### config.mk
export PLATFORM = sky130hd
export DESIGN_NAME = pi_pll_phase_tracker
export DESIGN_NICKNAME = d
export VERILOG_FILES = /design/src/rtl/core/pipt_pkg.sv /design/src/rtl/core/pipt_datapath.sv /design/src/rtl/core/pi_pll_phase_tracker.sv
export SDC_FILE = /design/constraint.sdc
export NUM_CORES = 2
export LEC_CHECK = 0
export ABC_AREA = 1
export ABC_CLOCK_PERIOD_IN_PS = 11700
export BUFFER_PORTS_ARGS = -buffer_cell sky130_fd_sc_hd__buf_2
export CORE_ASPECT_RATIO = 0.8
export CORE_UTILIZATION = 45
export CTS_CLUSTER_DIAMETER = 80
export DETAILED_ROUTE_END_ITERATION = 8
export PLACE_DENSITY = 0.61
export SLEW_MARGIN = 30
export SYNTH_ARGS = -nofsm -noshare
export SYNTH_HDL_FRONTEND = slang
export SYNTH_HIERARCHICAL = 1
export SYNTH_SLANG_ARGS = --single-unit
### constraint.sdc
create_clock -name i_clk -period 11.7 [get_ports i_clk]
set_input_delay 1.17 -clock i_clk [delete_from_list [all_inputs] [get_ports i_clk]]
set_output_delay 1.17 -clock i_clk [all_outputs]
set_load 0.05 [all_outputs]
### src/rtl/core/pipt_pkg.sv
// Package for the PI loop filter and phase tracker.
// Holds the microcode word, the datapath control bundle, register indexes
// and the control-store program. No dependencies.
package pipt_pkg;

    // Step counter width and the register map of the configuration port
    localparam int StepW = 3;
    localparam int CfgIdxW = 3;

    localparam logic [CfgIdxW-1:0] CFG_PROP_GAIN   = 3'd0;
    localparam logic [CfgIdxW-1:0] CFG_INTEG_GAIN  = 3'd1;
    localparam logic [CfgIdxW-1:0] CFG_UPPER_LIMIT = 3'd2;
    localparam logic [CfgIdxW-1:0] CFG_LOWER_LIMIT = 3'd3;
    localparam logic [CfgIdxW-1:0] CFG_TIME_STEP   = 3'd4;

    // Register reset values
    localparam logic [31:0] PROP_GAIN_RST   = 32'h0001_0000;
    localparam logic [31:0] INTEG_GAIN_RST  = 32'h0000_0000;
    localparam logic [31:0] UPPER_LIMIT_RST = 32'h0001_0000;
    localparam logic [31:0] LOWER_LIMIT_RST = 32'hFFFF_0000;
    localparam logic [31:0] TIME_STEP_RST   = 32'd429497;

    // 1.0 in Q16.16, added to the control output to form per-unit frequency
    localparam logic signed [33:0] ONE_Q16 = 34'sd65536;

    // Program steps
    localparam logic [StepW-1:0] ST_ACCEPT = 3'd0;
    localparam logic [StepW-1:0] ST_UP     = 3'd1;
    localparam logic [StepW-1:0] ST_INTEG  = 3'd2;
    localparam logic [StepW-1:0] ST_CLAMP  = 3'd3;
    localparam logic [StepW-1:0] ST_FREQ   = 3'd4;
    localparam logic [StepW-1:0] ST_SCALE  = 3'd5;
    localparam logic [StepW-1:0] ST_PHASE  = 3'd6;

    // Shared multiplier operand selects
    typedef enum logic [1:0] {
        MA_PROP  = 2'd0,
        MA_INTEG = 2'd1,
        MA_TSTEP = 2'd2
    } t_mul_a;

    typedef enum logic [1:0] {
        MB_ERR  = 2'd0,
        MB_UP   = 2'd1,
        MB_FREQ = 2'd2
    } t_mul_b;

    // One control word of the program
    typedef struct packed {
        t_mul_a mul_a;
        t_mul_b mul_b;
        logic   wait_in;   // hold here until an input transaction arrives
        logic   wait_out;  // hold here until the output register is free
        logic   last;      // jump back to the first step
        logic   ld_prod;
        logic   ld_up;
        logic   ld_integ;
        logic   ld_clamp;
        logic   ld_scale;
        logic   ld_out;
    } t_uop;

    // Enables actually applied to the datapath this cycle
    typedef struct packed {
        t_mul_a mul_a;
        t_mul_b mul_b;
        logic   ld_prod;
        logic   ld_up;
        logic   ld_integ;
        logic   ld_clamp;
        logic   ld_scale;
        logic   ld_out;
    } t_dp_ctl;

    // Control store
    function automatic t_uop ucode(input logic [StepW-1:0] step);
        t_uop w;
        w = '0;
        w.mul_a = MA_PROP;
        w.mul_b = MB_ERR;
        unique case (step)
            ST_ACCEPT: begin
                // prod = prop_gain * phase_error
                w.wait_in = 1'b1;
                w.ld_prod = 1'b1;
            end
            ST_UP: begin
                // latch up, prod = integ_gain * up
                w.mul_a   = MA_INTEG;
                w.mul_b   = MB_UP;
                w.ld_up   = 1'b1;
                w.ld_prod = 1'b1;
            end
            ST_INTEG: begin
                w.ld_integ = 1'b1;
            end
            ST_CLAMP: begin
                w.ld_clamp = 1'b1;
            end
            ST_FREQ: begin
                // prod = time_step * (control_out + 1.0)
                w.mul_a   = MA_TSTEP;
                w.mul_b   = MB_FREQ;
                w.ld_prod = 1'b1;
            end
            ST_SCALE: begin
                w.ld_scale = 1'b1;
            end
            ST_PHASE: begin
                w.wait_out = 1'b1;
                w.ld_out   = 1'b1;
                w.last     = 1'b1;
            end
            default: begin
                w.last = 1'b1;
            end
        endcase
        return w;
    endfunction

endpackage

### src/rtl/core/pipt_datapath.sv
// Datapath of the PI loop filter and phase tracker: shared multiplier,
// integrator, clamp and phase accumulator, driven by control words.
// Depends on pipt_pkg.
module pipt_datapath (
    input  logic               i_clk,
    input  logic               i_rst_n,
    input  pipt_pkg::t_dp_ctl  i_ctl,
    input  logic signed [15:0] i_phase_error,
    input  logic signed [31:0] i_prop_gain,
    input  logic signed [31:0] i_integ_gain,
    input  logic signed [31:0] i_upper_limit,
    input  logic signed [31:0] i_lower_limit,
    input  logic        [31:0] i_time_step,
    output logic        [31:0] o_angle,
    output logic signed [31:0] o_control_out,
    output logic               o_clamped
);
    import pipt_pkg::*;

    logic signed [63:0] r_prod;
    logic signed [32:0] r_up;
    logic signed [31:0] r_integ;
    logic signed [31:0] r_ctl;
    logic               r_hit;
    logic        [31:0] r_phase;
    logic signed [31:0] r_o_ctl;
    logic               r_o_hit;

    logic signed [33:0] mul_a;
    logic signed [33:0] mul_b;
    logic signed [67:0] mul_p;
    logic signed [32:0] up_c;
    logic signed [47:0] integ_inc;
    logic signed [48:0] integ_sum;
    logic signed [31:0] n_integ;
    logic signed [33:0] presat;
    logic signed [33:0] lim_hi;
    logic signed [33:0] lim_lo;
    logic signed [31:0] n_ctl;
    logic               n_hit;
    logic        [47:0] scale_in;
    logic        [47:0] n_scaled;

    // up = floor(prop_gain * err / 2^15), kept 33 bits wide
    assign up_c = r_prod[47:15];

    // Shared multiplier operands
    always_comb begin
        unique case (i_ctl.mul_a)
            MA_PROP:  mul_a = {{2{i_prop_gain[31]}}, i_prop_gain};
            MA_INTEG: mul_a = {{2{i_integ_gain[31]}}, i_integ_gain};
            MA_TSTEP: mul_a = {2'b00, i_time_step};
            default:  mul_a = '0;
        endcase
        unique case (i_ctl.mul_b)
            MB_ERR:  mul_b = {{18{i_phase_error[15]}}, i_phase_error};
            MB_UP:   mul_b = {up_c[32], up_c};
            MB_FREQ: mul_b = {{2{r_ctl[31]}}, r_ctl} + ONE_Q16;
            default: mul_b = '0;
        endcase
    end

    assign mul_p = mul_a * mul_b;

    // Integrator update, saturating at the signed 32-bit range
    assign integ_inc = r_prod[63:16];
    assign integ_sum = {{17{r_integ[31]}}, r_integ} + {integ_inc[47], integ_inc};

    always_comb begin
        if (integ_sum[48:31] != {18{integ_sum[48]}}) begin
            n_integ = integ_sum[48] ? 32'sh8000_0000 : 32'sh7FFF_FFFF;
        end else begin
            n_integ = integ_sum[31:0];
        end
    end

    // Output clamp; upper test first so crossed limits favour the upper one
    assign presat = {r_up[32], r_up} + {{2{r_integ[31]}}, r_integ};
    assign lim_hi = {{2{i_upper_limit[31]}}, i_upper_limit};
    assign lim_lo = {{2{i_lower_limit[31]}}, i_lower_limit};

    always_comb begin
        priority if (presat > lim_hi) begin
            n_ctl = i_upper_limit;
            n_hit = 1'b1;
        end else if (presat < lim_lo) begin
            n_ctl = i_lower_limit;
            n_hit = 1'b1;
        end else begin
            n_ctl = presat[31:0];
            n_hit = 1'b0;
        end
    end

    // x50 by shift and add, low 48 bits only are needed
    assign scale_in = r_prod[47:0];
    assign n_scaled = (scale_in << 5) + (scale_in << 4) + (scale_in << 1);

    // Working registers
    always_ff @(posedge i_clk) begin
        if (i_ctl.ld_scale) begin
            r_prod <= {16'h0000, n_scaled};
        end else if (i_ctl.ld_prod) begin
            r_prod <= mul_p[63:0];
        end
        if (i_ctl.ld_up) begin
            r_up <= up_c;
        end
        if (i_ctl.ld_clamp) begin
            r_ctl <= n_ctl;
            r_hit <= n_hit;
        end
        if (i_ctl.ld_out) begin
            r_o_ctl <= r_ctl;
            r_o_hit <= r_hit;
        end
    end

    // Loop state: integrator and phase accumulator
    always_ff @(posedge i_clk) begin
        if (!i_rst_n) begin
            r_integ <= '0;
            r_phase <= '0;
        end else begin
            if (i_ctl.ld_integ) begin
                r_integ <= n_integ;
            end
            if (i_ctl.ld_out) begin
                r_phase <= r_phase + r_prod[47:16];
            end
        end
    end

    assign o_angle       = r_phase;
    assign o_control_out = r_o_ctl;
    assign o_clamped     = r_o_hit;

endmodule

### src/rtl/core/pi_pll_phase_tracker.sv
// PI loop filter and phase accumulator of a grid phase-locked loop.
// The input is stalled outside the first step, so a new input is taken only once the
// seven-step program through the one shared multiplier has run back to its start.
// A new input is taken while a finished result still waits in the output
// register; the last step holds until that register is free.
// Synchronous active-low reset: registers to defaults, integrator and angle 0;
// the input is stalled while reset is held.
module pi_pll_phase_tracker (
    input  logic                              i_clk,
    input  logic                              i_rst_n,
    // Input channel
    input  logic                              i_valid,
    output logic                              o_stall,
    input  logic signed [15:0]                i_phase_error,
    // Output channel
    output logic                              o_valid,
    input  logic                              i_stall,
    output logic        [31:0]                o_angle,
    output logic signed [31:0]                o_control_out,
    output logic                              o_clamped,
    // Configuration write port
    input  logic                              i_cfg_we,
    input  logic        [pipt_pkg::CfgIdxW-1:0] i_cfg_index,
    input  logic        [31:0]                i_cfg_data
);
    import pipt_pkg::*;

    logic [StepW-1:0]   r_step;
    logic [StepW-1:0]   n_step;
    logic               r_o_valid;
    logic               n_o_valid;
    logic signed [31:0] r_prop_gain;
    logic signed [31:0] r_integ_gain;
    logic signed [31:0] r_upper_limit;
    logic signed [31:0] r_lower_limit;
    logic        [31:0] r_time_step;

    t_uop    uop;
    t_dp_ctl dp_ctl;
    logic    in_xact;
    logic    out_xact;
    logic    out_free;
    logic    hold;
    logic    go;

    // Handshakes
    assign o_stall  = !i_rst_n || (r_step != ST_ACCEPT);
    assign in_xact  = i_valid && !o_stall;
    assign out_xact = r_o_valid && !i_stall;
    assign out_free = !r_o_valid || !i_stall;

    // Sequencer: fetch, conditional hold, advance or jump back
    assign uop  = ucode(r_step);
    assign hold = (uop.wait_in && !in_xact) || (uop.wait_out && !out_free);
    assign go   = !hold;

    always_comb begin
        n_step = r_step;
        if (go) begin
            n_step = uop.last ? ST_ACCEPT : r_step + 1'b1;
        end
    end

    // Control bundle, enables gated by the hold condition
    always_comb begin
        dp_ctl.mul_a    = uop.mul_a;
        dp_ctl.mul_b    = uop.mul_b;
        dp_ctl.ld_prod  = uop.ld_prod && go;
        dp_ctl.ld_up    = uop.ld_up && go;
        dp_ctl.ld_integ = uop.ld_integ && go;
        dp_ctl.ld_clamp = uop.ld_clamp && go;
        dp_ctl.ld_scale = uop.ld_scale && go;
        dp_ctl.ld_out   = uop.ld_out && go;
    end

    // Output valid: set on result load, cleared when taken
    always_comb begin
        n_o_valid = r_o_valid;
        if (dp_ctl.ld_out) begin
            n_o_valid = 1'b1;
        end else if (out_xact) begin
            n_o_valid = 1'b0;
        end
    end

    always_ff @(posedge i_clk) begin
        if (!i_rst_n) begin
            r_step    <= ST_ACCEPT;
            r_o_valid <= 1'b0;
        end else begin
            r_step    <= n_step;
            r_o_valid <= n_o_valid;
        end
    end

    // Configuration registers; unknown indexes are ignored
    always_ff @(posedge i_clk) begin
        if (!i_rst_n) begin
            r_prop_gain   <= PROP_GAIN_RST;
            r_integ_gain  <= INTEG_GAIN_RST;
            r_upper_limit <= UPPER_LIMIT_RST;
            r_lower_limit <= LOWER_LIMIT_RST;
            r_time_step   <= TIME_STEP_RST;
        end else if (i_cfg_we) begin
            unique case (i_cfg_index)
                CFG_PROP_GAIN:   r_prop_gain   <= i_cfg_data;
                CFG_INTEG_GAIN:  r_integ_gain  <= i_cfg_data;
                CFG_UPPER_LIMIT: r_upper_limit <= i_cfg_data;
                CFG_LOWER_LIMIT: r_lower_limit <= i_cfg_data;
                CFG_TIME_STEP:   r_time_step   <= i_cfg_data;
                default: begin
                end
            endcase
        end
    end

    pipt_datapath u_datapath (
        .i_clk         (i_clk),
        .i_rst_n       (i_rst_n),
        .i_ctl         (dp_ctl),
        .i_phase_error (i_phase_error),
        .i_prop_gain   (r_prop_gain),
        .i_integ_gain  (r_integ_gain),
        .i_upper_limit (r_upper_limit),
        .i_lower_limit (r_lower_limit),
        .i_time_step   (r_time_step),
        .o_angle       (o_angle),
        .o_control_out (o_control_out),
        .o_clamped     (o_clamped)
    );

    assign o_valid = r_o_valid;

endmodule

# [After elaboration in Yosys (flattened, before gate mapping)]
# Cells that the tools add are included.
[totals] reg_bits=391 input_bits=56 out_inout_bits=67
[classes] reduce_logical=34 mux=20 mul=1 magnitude_cmp=2 add_sub_neg=7 eq_ne=15
[ops] op="$pmux W34 S3" count=2
[ops] op="$mux W32" count=4
[ops] op="$add A48 B48 Y48" count=2
[ops] op="$mux W48" count=2
[ops] op="$mul A34 B34 Y64" count=1
[ops] op="$add A32 B48 Y49" count=1
[ops] op="$add A33 B32 Y34" count=1
[ops] op="$gt A34 B32 Y1" count=1
[ops] op="$lt A34 B32 Y1" count=1
[ops] op="$add A32 B18 Y33 const B" count=1
[ops] op="$add A32 B32 Y32" count=1
[ops] op="$ne A17 B17 Y1" count=1
[ops] op="$eq A3 B2 Y1 const B" count=4
[ops] op="$eq A3 B3 Y1 const B" count=4
[ops] op="$logic_and A1 B1 Y1" count=10
[ops] op="$mux W1" count=10
[ops] op="$reduce_and A2 Y1" count=5
[ops] op="$pmux W4 S2" count=1
[ops] op="$logic_not A1 Y1" count=7
[ops] op="$eq A3 B1 Y1 const B" count=2
[ops] op="$logic_not A3 Y1" count=2
[ops] op="$reduce_or A6 Y1" count=1
[ops] op="$eq A2 B1 Y1 const B" count=2
[ops] op="$eq A2 B2 Y1 const B" count=2
[ops] op="other kinds (7)" count=11

# [Depth between registers and ports, before layout]
[depth] word_depth=11 mapped_depth=48 ltp_nobuf=47

# [Modules after synthesis]
# Netlist, hierarchy kept.
[by_module_without_submodules] mod="pipt_datapath" instances=1 cells_per_inst=8134 area_per_inst_um2=62339.8
[by_module_without_submodules] mod="pi_pll_phase_tracker" instances=1 cells_per_inst=756 area_per_inst_um2=5885.6

# [Worst setup path before layout]
# OpenSTA, ideal clock, no wires.
[synth_path] path_kind="reg2reg" from="register r_step[1]" to="register u_datapath.r_prod[58]" period_less_slack_ps=8405 setup_time_ps=115 arrival_time_ps=8289 t_required_ps=11585 stages_incl_launch_ff=40 slack_ps=3295 path_cell_list="dfxtp_1 inv_1 ha_1 inv_1 nor2_1 nand2_1 inv_1 clkbuf_1 clkbuf_1 nand2_1 nand3_1 clkbuf_1 nand2_1 fa_1 inv_1 fa_1 fa_1 inv_1 (+4 left out) fa_1 inv_1 fa_1 inv_1 ha_1 nand2_1 nor2_1 inv_1 nor2_1 inv_1 nor4_1 nand3_1 nand3_1 a21oi_1 o21ai_0 xor2_1 o21ai_0 inv_1"
[synth_lines] element="from (decl)" line_no="pi_pll_phase_tracker.sv:28" source="logic [StepW-1:0] r_step;"
[synth_lines] element="from (signal assigned)" line_no="pi_pll_phase_tracker.sv:91" source="r_step <= n_step;"
[synth_lines] element="to (signal assigned)" line_no="pipt_datapath.sv:102" source="r_prod <= {16'h0000, n_scaled};"
[synth_lines] element="to (signal assigned)" line_no="pipt_datapath.sv:104" source="r_prod <= mul_p[63:0];"
[synth_lines] element="to (decl)" line_no="pipt_datapath.sv:20" source="logic signed [63:0] r_prod;"

==> impl_metrics.yaml <==
route:
  drc_errors: 14
  drt_wl_total_microns: 246000
  wl_per_cell_microns: 22.5
  drt-initial-drc-count: 6828
  drtPass1Iterations: 8
  vias_per_cell: 5.42
  postRouteAntennaNets: 0
  vias: 59200
floorplanning:
  die_y_microns: 350
  boundaryPins: 123
  coreArea_sq_um: 150000
  die_w_microns: 437
  rows: 127
  dieArea_sq_um: 153000
  start_util_pct: 45.4
setup_path:
  reg2reg_depth: 38
  path_class: "reg -> reg"
  slowest_delay_ns: 0.72
  worstPathRequired_ns: 12.17
  crit_path_frequent_cell: "inv_1"
  cp-start-kind: "flop"
  end_kind: "flop"
  worst_path_max_delay_cell: "clkinv_1"
  path_max_fanout: 32
  crit_arrival_ns: 11.29
layout:
  drive_gt1_share_pct: 5.03
  final_cell_area_sq_um: 72700
  area_growth_pct: 6.55
  nets: 10600
  stdcell_count: 10900
placement:
  dp_slack_ns: 0.956
  dp_cells: 10900
  post_dp_cell_area_sq_um: 71300
  routabilityCongestion: 1.02
  port-buffer-count: 122
  dp.final_hpwl_microns: 204000
yosys:
  synth.largest_area_cell: "fa_1"
  synth-xor-area-share_pct: 1.81
  syn_nets: 10600
  synth_flop_cell: "dfxtp_1"
  synth_common_cells: "2096 x nand2_1, 2025 x inv_1, 1220 x fa_1"
  syn_area_per_cell_sq_um: 7.67
  synth-adder-area-share_pct: 43.6
  yosysSeqAreaShare_pct: 13.6
  synth_area_leaders: "fa_1 36%, nand2_1 12%, inv_1 11%, ha_1 7.8%, dfxtp_1 7.2%"
  yosys.area_share.simple_pct: 19.9
  yosys.area.top_type_share_pct: 35.8
  synth_compound_area_share_pct: 7.80
  muxShareOfSynthArea_pct: 0
  yosysWarnings: 6
  yosysMostFrequentCell: "nand2_1"
  synth_top_family_by_area: "adder cells"
  ys_ff_latch: 391
  synthesis.area_sq_um: 68200
  synth-async-reset-ratio_pct: 0
  synthDistinctLibCells: 60
  synth-edff-count: 147
  synthCells: 8890
status:
  outcome: "finished, violations left"
  violations: "design-rule violations"
clocking:
  cts_setup_buffers: 0
  clk_latency_ns: 0.60
  numCtsBuffers: 41
  cts_tree: "built"
  htree_levels: 2
  clock_path_buffers: 3
  cts_resized: 0
  clkSinkCount: 391
  clk_pin_slew_ns: 0.07
  cts_root_buf: "clkbuf_16"
  hold_buffers: 0
timing:
  drv_slew: 0
  tightest_slew_ns: 1.13
  fin_ws_ns: 0.876
  fin_crit_sh_pct: 92.5
  max_freq_ghz: 0.0924
  setup_viol_count_final: 0
  hold_viol: 0
  final.setup.tns_ns: 0
  slew_headroom_pct: 24.4
  grt_setup_unrepaired: "false"
  period_needed_ns: 10.82
  skew_ns: 0.0374
job:
  drv_cap: 0
hold_path:
  hold_path_depth: 0
  hold_path.class: "reg -> reg"
global_routing:
  grt_usage_pct: 32.5
  grt_start_max_net_pins: 94
  antenna_found_initial: 4
  grt_pass1_wl_microns: 371000
  first_global_vias: 57700
  grt_remaining_overflow: 0
critical path: cells and delay by family, from the launching register on:
| kind | cells | cell delay [ns] |
|---|---|---|
| DFF | 1 | 0.34 |
| buffers and inverters | 12 | 2.55 |
| and+or+nand+nor | 13 | 2.79 |
| adders and majority gates | 10 | 4.64 |
| AOI/OAI and AO/OA | 3 | 0.34 |
layout by cell type, fill, tap and decap left out, types with 24 or more instances in the layout:
master	count
edfxtp_1	147
inv_2	24
buf_2	121
dfxtp_1	244
a21oi_1	351
nor3_1	45
nor2_1	827
inv_1	2022
xor2_1	85
ha_1	426
nand2_1	2093
o21ai_0	402
clkbuf_16	43
a31oi_1	39
fa_1	1220
nand3_1	257
a21o_1	38
o211ai_1	50
nand4_1	55
xnor2_1	53
buf_4	143
kinds of logic (layout without fill, tap and decap cells):
group,count (synthesis),after routing
compound gates,963,963
xor+xnor,141,141
fa+ha+maj,1646,1646
buf+inv,2361,2398
flops,391,391
other cells,0,1
simple gates,3388,3388
cell type report:
class / count / area [sq um]
fill: 14900 / 77500
multi-input combinational: 6138 / 50000
sequential: 391 / 9300
inverter: 2055 / 7720
tap: 1999 / 2500
timing repair buffer: 268 / 1770
clock buffer: 59 / 1180
clock inverter: 16 / 208
antenna: 1 / 2.50
metal layers:
layer  up-vias  track usage, %  share of wire, %
met3       274            10.9                14
li1      26600               -                 -
met4         0            8.37               2.9
met1     29300            49.5                45
met2      3010            43.2                38
met5         -               0                 0
per-stage QoR:
stage | util [%] | hold slack (ns)
final | 48.4 | 0.433
after CTS | 48.4 | 0.433
after global routing | 48.4 | 0.435
after global placement | 47.4 | 0.422
after floorplan | - | 0.400
after detailed placement | 47.5 | 0.416
registers in the layout, summed over array words and instances, names as in the netlist, 3 cells and up:
register	flops
u_datapath/r_integ	32
r_integ_gain	32
r_prop_gain	32
u_datapath/r_ctl	32
u_datapath/r_up	33
u_datapath/r_prod	64
r_time_step	32
u_datapath/o_control_out	32
u_datapath/o_angle	32
r_upper_limit	32
r_lower_limit	32
r_step	3
worst paths after layout:
check                                 start                            endpoint  slack [ns]
max reg2reg          r_step[1]$_SDFFE_PN0N_  u_datapath/r_prod[59]$_SDFFE_PP0P_        0.88
min reg2reg  u_datapath/r_hit$_SDFFCE_PP1P_      u_datapath/o_clamped$_DFFE_PP_        0.43
max                  r_step[1]$_SDFFE_PN0N_  u_datapath/r_prod[59]$_SDFFE_PP0P_        0.88
min          u_datapath/r_hit$_SDFFCE_PP1P_      u_datapath/o_clamped$_DFFE_PP_        0.43
Power is not shown: default switching activity piles up to over one toggle a cycle in this logic, so the estimate is an artifact.
